==> src/sv/knap_pkg.sv <==
package knap_pkg;

  localparam int MAX_CAPACITY = 1024;
  localparam int SUM_WIDTH    = 24;

  localparam int CFG_W   = 11;
  localparam int VAL_W   = 16;
  localparam int WGT_W   = 16;
  localparam int OUT_W   = 24;
  localparam int CAP_W   = $clog2(MAX_CAPACITY + 1);
  localparam int DEPTH   = MAX_CAPACITY + 1;
  localparam int SUM_EXT_W = ((SUM_WIDTH > VAL_W) ? SUM_WIDTH : VAL_W) + 1;

  // controller -> datapath
  typedef struct packed {
    logic load_item;
    logic walk_rd;
    logic rd_cap;
    logic load_out;
    logic clr_wr;
  } cmd_t;

  // datapath -> controller
  typedef struct packed {
    logic fits;
    logic walk_end;
    logic clr_end;
    logic last;
    logic out_busy;
  } sts_t;

  typedef enum logic [6:0] {
    ST_IDLE   = 7'b0000001,
    ST_WALK   = 7'b0000010,
    ST_DRAIN  = 7'b0000100,
    ST_RDCAP  = 7'b0001000,
    ST_RESULT = 7'b0010000,
    ST_CLEAR  = 7'b0100000,
    ST_SPARE  = 7'b1000000
  } state_e;

endpackage

==> src/sv/knap_ctrl.sv <==
module knap_ctrl (
  input  logic          clk_i,
  input  logic          rst_ni,
  input  logic          in_valid_i,
  output logic          in_stall_o,
  input  knap_pkg::sts_t sts_i,
  output knap_pkg::cmd_t cmd_o
);
  import knap_pkg::*;

  state_e state_q, state_d;

  always_ff @(posedge clk_i or negedge rst_ni) begin
    if (!rst_ni) begin
      state_q <= ST_CLEAR;
    end else begin
      state_q <= state_d;
    end
  end

  always_comb begin
    state_d = state_q;
    cmd_o   = '0;
    case (state_q)
      ST_IDLE: begin
        if (in_valid_i) begin
          cmd_o.load_item = 1'b1;
          state_d = ST_WALK;
        end
      end
      ST_WALK: begin
        // an item heavier than the capacity leaves the row alone
        if (sts_i.fits) begin
          cmd_o.walk_rd = 1'b1;
        end
        if (!sts_i.fits || sts_i.walk_end) begin
          state_d = ST_DRAIN;
        end
      end
      ST_DRAIN: begin
        // final write of the walk lands here
        state_d = sts_i.last ? ST_RDCAP : ST_IDLE;
      end
      ST_RDCAP: begin
        cmd_o.rd_cap = 1'b1;
        state_d = ST_RESULT;
      end
      ST_RESULT: begin
        if (!sts_i.out_busy) begin
          cmd_o.load_out = 1'b1;
          state_d = ST_CLEAR;
        end
      end
      ST_CLEAR: begin
        cmd_o.clr_wr = 1'b1;
        if (sts_i.clr_end) begin
          state_d = ST_IDLE;
        end
      end
      default: begin
        state_d = ST_CLEAR;
      end
    endcase
  end

  assign in_stall_o = (state_q != ST_IDLE);

endmodule

==> config.mk <==
export PLATFORM = sky130hd
export DESIGN_NAME = knap_ctrl
export DESIGN_NICKNAME = d
export VERILOG_FILES = /design/src/sv/knap_pkg.sv /design/src/sv/knap_ctrl.sv
export SDC_FILE = /design/constraint.sdc
export NUM_CORES = 1
export LEC_CHECK = 0
export ABC_AREA = 1
export BUFFER_PORTS_ARGS = -buffer_cell sky130_fd_sc_hd__clkbuf_2
export CORE_AREA = 2 2 39 41
export CTS_BUF_LIST = sky130_fd_sc_hd__clkbuf_8
export CTS_CLUSTER_SIZE = 28
export DETAILED_ROUTE_END_ITERATION = 8
export DIE_AREA = 0 0 41 43
export GPL_TIMING_DRIVEN = 0
export HOLD_SLACK_MARGIN = 0.06
export MAX_ROUTING_LAYER = met4
export SYNTH_ARGS = -nofsm -noshare
export SYNTH_HDL_FRONTEND = slang
export SYNTH_SLANG_ARGS = --single-unit
==> constraint.sdc <==
create_clock -name clk_i -period 1.5 [get_ports clk_i]
set_input_delay 0.3 -clock clk_i [delete_from_list [all_inputs] [get_ports clk_i]]
set_output_delay 0.3 -clock clk_i [all_outputs]
set_load 0.02 [all_outputs]
==> results.sh <==
export IMPL_vias=464
export IMPL_syn_area_um2=385
export IMPL_post_route_period_util=1.03
export IMPL_io_buffers=13
export IMPL_synth_top_area_share=0.325
export IMPL_finalPower_mw=1.08
export IMPL_antenna_found_initial=0
export IMPL_fin_crit_ps=1550
export IMPL_arrival_ps=1250
export IMPL_crit_fanout=5
export IMPL_num_io_pins=14
export IMPL_async_flop_share=1.00
export IMPL_wl_met1_um=386
export IMPL_post_route_util=0.456
export IMPL_r2r_start="state_q[5]"
export IMPL_worstSetupEndpointType="output pin"
export IMPL_synth_most_common_cell="nor2_1"
export IMPL_drtIter0Drc=6
export IMPL_cap_violations=0
export IMPL_critPathLaunch="state_q[0]"
export IMPL_path_cells="nor2_4, nand2_2, nor4_2, buf_4"
export IMPL_fin_skew_ps=5.45
export IMPL_postSynthCellCount=56
export IMPL_max_stage_delay_ps=420
export IMPL_grt_max_degree=7
export IMPL_fmax_ghz=0.645
export IMPL_cp_num_buf_inv=1
export IMPL_powerDensity_nw_per_um2=1710
export IMPL_power_leakage_nw=0.349
export IMPL_grt_overflow_total=0
export IMPL_violations="setup timing"
export IMPL_dp_cells=85
export IMPL_clk_latency_ps=230
export IMPL_path_class="flop to output pin"
export IMPL_route_met2_wl_um=528
export IMPL_fillers=139
export IMPL_required_ps=1200
export IMPL_synth_flop_cell="dfrtp_1"
export IMPL_hold_path_class="input port to flop"
export IMPL_syn_area_per_cell_um2=6.88
export IMPL_synth_edf_count=0
export IMPL_die_area_um2=1760
export IMPL_synthTopCellsByArea="dfrtp_1 32%, nor2_1 13%, inv_1 11%, nand3_1 7.8%, dfstp_2 6.8%"
export IMPL_syn_num_nets=64
export IMPL_maxSlewHeadroom=0.830
export IMPL_wirelength_um=1030
export IMPL_slew_viol_final=0
export IMPL_start_util=0.278
export IMPL_fin_ws_ps=-49.8
export IMPL_place_hpwl_um=683
export IMPL_cpLargestDelayFamily="simple AND/OR/NAND/NOR gates"
export IMPL_slowest_stage="dfrtp_1"
export IMPL_via_per_inst=4.83
export IMPL_netlist_top_cell_by_area="dfrtp_1"
export IMPL_top_layer="met4"
export IMPL_dieHeight_um=43
export IMPL_rsz0062_at_grt="true"
export IMPL_drt_pass1_iter_count=5
export IMPL_yosys_top_cells_count="13 x nor2_1, 11 x inv_1, 6 x nand2_1, 6 x nand3_1, 5 x dfrtp_1"
export IMPL_largest_register="state_q"
export IMPL_numCtsBuffers=3
export IMPL_wl_per_cell_um=10.7
export IMPL_drive_above_1_share=0.450
export IMPL_grt_pass1_wl_um=1630
export IMPL_r2r_slack_ps=220
export IMPL_clkTransAtPathRegs_ps=40
export IMPL_layout_cells_non_filler=96
export IMPL_ys_ff_latch=6
export IMPL_wl_met3_um=93
export IMPL_gp_congestion=0.804
export IMPL_drcViolationCount=0
export IMPL_setup_viol=4
export IMPL_grt_pass1_vias=380
export IMPL_ant_nets=0
export IMPL_hp_start="sts_i[1]"
export IMPL_outcome="finished with violations"
export IMPL_cp_start_kind="flop"
export IMPL_dp_slack_ps=120
export IMPL_clk_path_buf_depth=2
export IMPL_core_um2=1380
export IMPL_ys_seq_area_frac=0.393
export IMPL_synth_warnings=0
export IMPL_die_x_um=41
export IMPL_cts_root_buf="clkbuf_8"
export IMPL_grt_usage=0.146
export IMPL_yosysUniqueCellTypes=15
export IMPL_ir_drop_mv=0.606
export IMPL_rows=14
export IMPL_area_growth_pct=63.6
export IMPL_reg_largest_list="state_q: 6 flops"
export IMPL_nets=89
export IMPL_diodes=0
export IMPL_hold_viol=0
export IMPL_clock_sinks=6
export IMPL_largest_reg_flops=6
export IMPL_worst_pin_slew_ps=253
export IMPL_cts_tree="built"
export IMPL_htree_levels=1
export IMPL_setup_tns_ps=-100
## through the flow
step / hold slack [ps] / area (um2)
after detailed placement: 134 / 479
final: 287 / 631
after CTS: 282 / 598
after global placement: 133 / 479
after global routing: 323 / 631
after floorplan: 4.41 / 394
## worst register-to-register path: stages (launching register included)
cell and delay (ps):
dfstp_2 590, nor2_4 90, buf_4 130, nand3_1 120
nand3_1 90, nor2_1 90, nand2_1 60, nand2_1 50
## power by group
| group | switching (mW) | internal (mW) |
|---|---|---|
| Sequential | 0.0579 | 0.213 |
| Clock | 0.0738 | 0.176 |
| Combinational | 0.310 | 0.246 |
## final cells by class
class	instances	area [um2]	area share
Multi-Input combinational cell	39	236	0.375
Sequential cell	6	151	0.240
Timing Repair Buffer	20	136	0.216
Clock buffer	3	41.3	0.0655
Inverter	11	41.3	0.0655
Tap cell	16	20.0	0.0317
Clock inverter	1	3.75	0.00595
## placed cells by master (no fill, tap or decap), types with 4 or more instances in the layout
cell type  Yosys  routed
clkbuf_2       0       8
nor2_2         3       4
nand3_1        6       4
inv_1         11      12
clkbuf_8       0       4
nand2_1        6       5
nand4_1        4       4
dfrtp_1        5       5
buf_4          0       9
nor2_1        13      10
## routing by layer
layer / vias up / global-route usage
met5: - / -
met4: 0 / 0.0800
met3: 2 / 0.0471
met2: 22 / 0.213
met1: 212 / 0.170
li1: 228 / -
## timing repair
item | 4_1_cts | 5_1_grt
setup endpoints to repair | 6 | 6
buffers inserted | 4 | 2
hold buffers | 1 | 0
endpoints found under the hold margin | 5 | 0
pin swaps | 2 | 3
gates resized for setup | 8 | 9
## worst paths after layout
check / cells past startpoint / to
setup / recovery: 4 / cmd_o[1]
hold / removal: 3 / state_q[3]
setup reg to reg: 7 / state_q[5]
hold reg to reg: 3 / state_q[4]
max in group asynchronous: 2 / state_q[5]
min in group asynchronous: 2 / state_q[0]
## kinds of logic after synthesis
logic type	synth area share
flip-flops	0.393
AO/OA/AOI/OAI	0.0487
AND/OR/NAND/NOR	0.451
buffers and inverters	0.107
No activity file was read; power rests on OpenSTA's default activity.
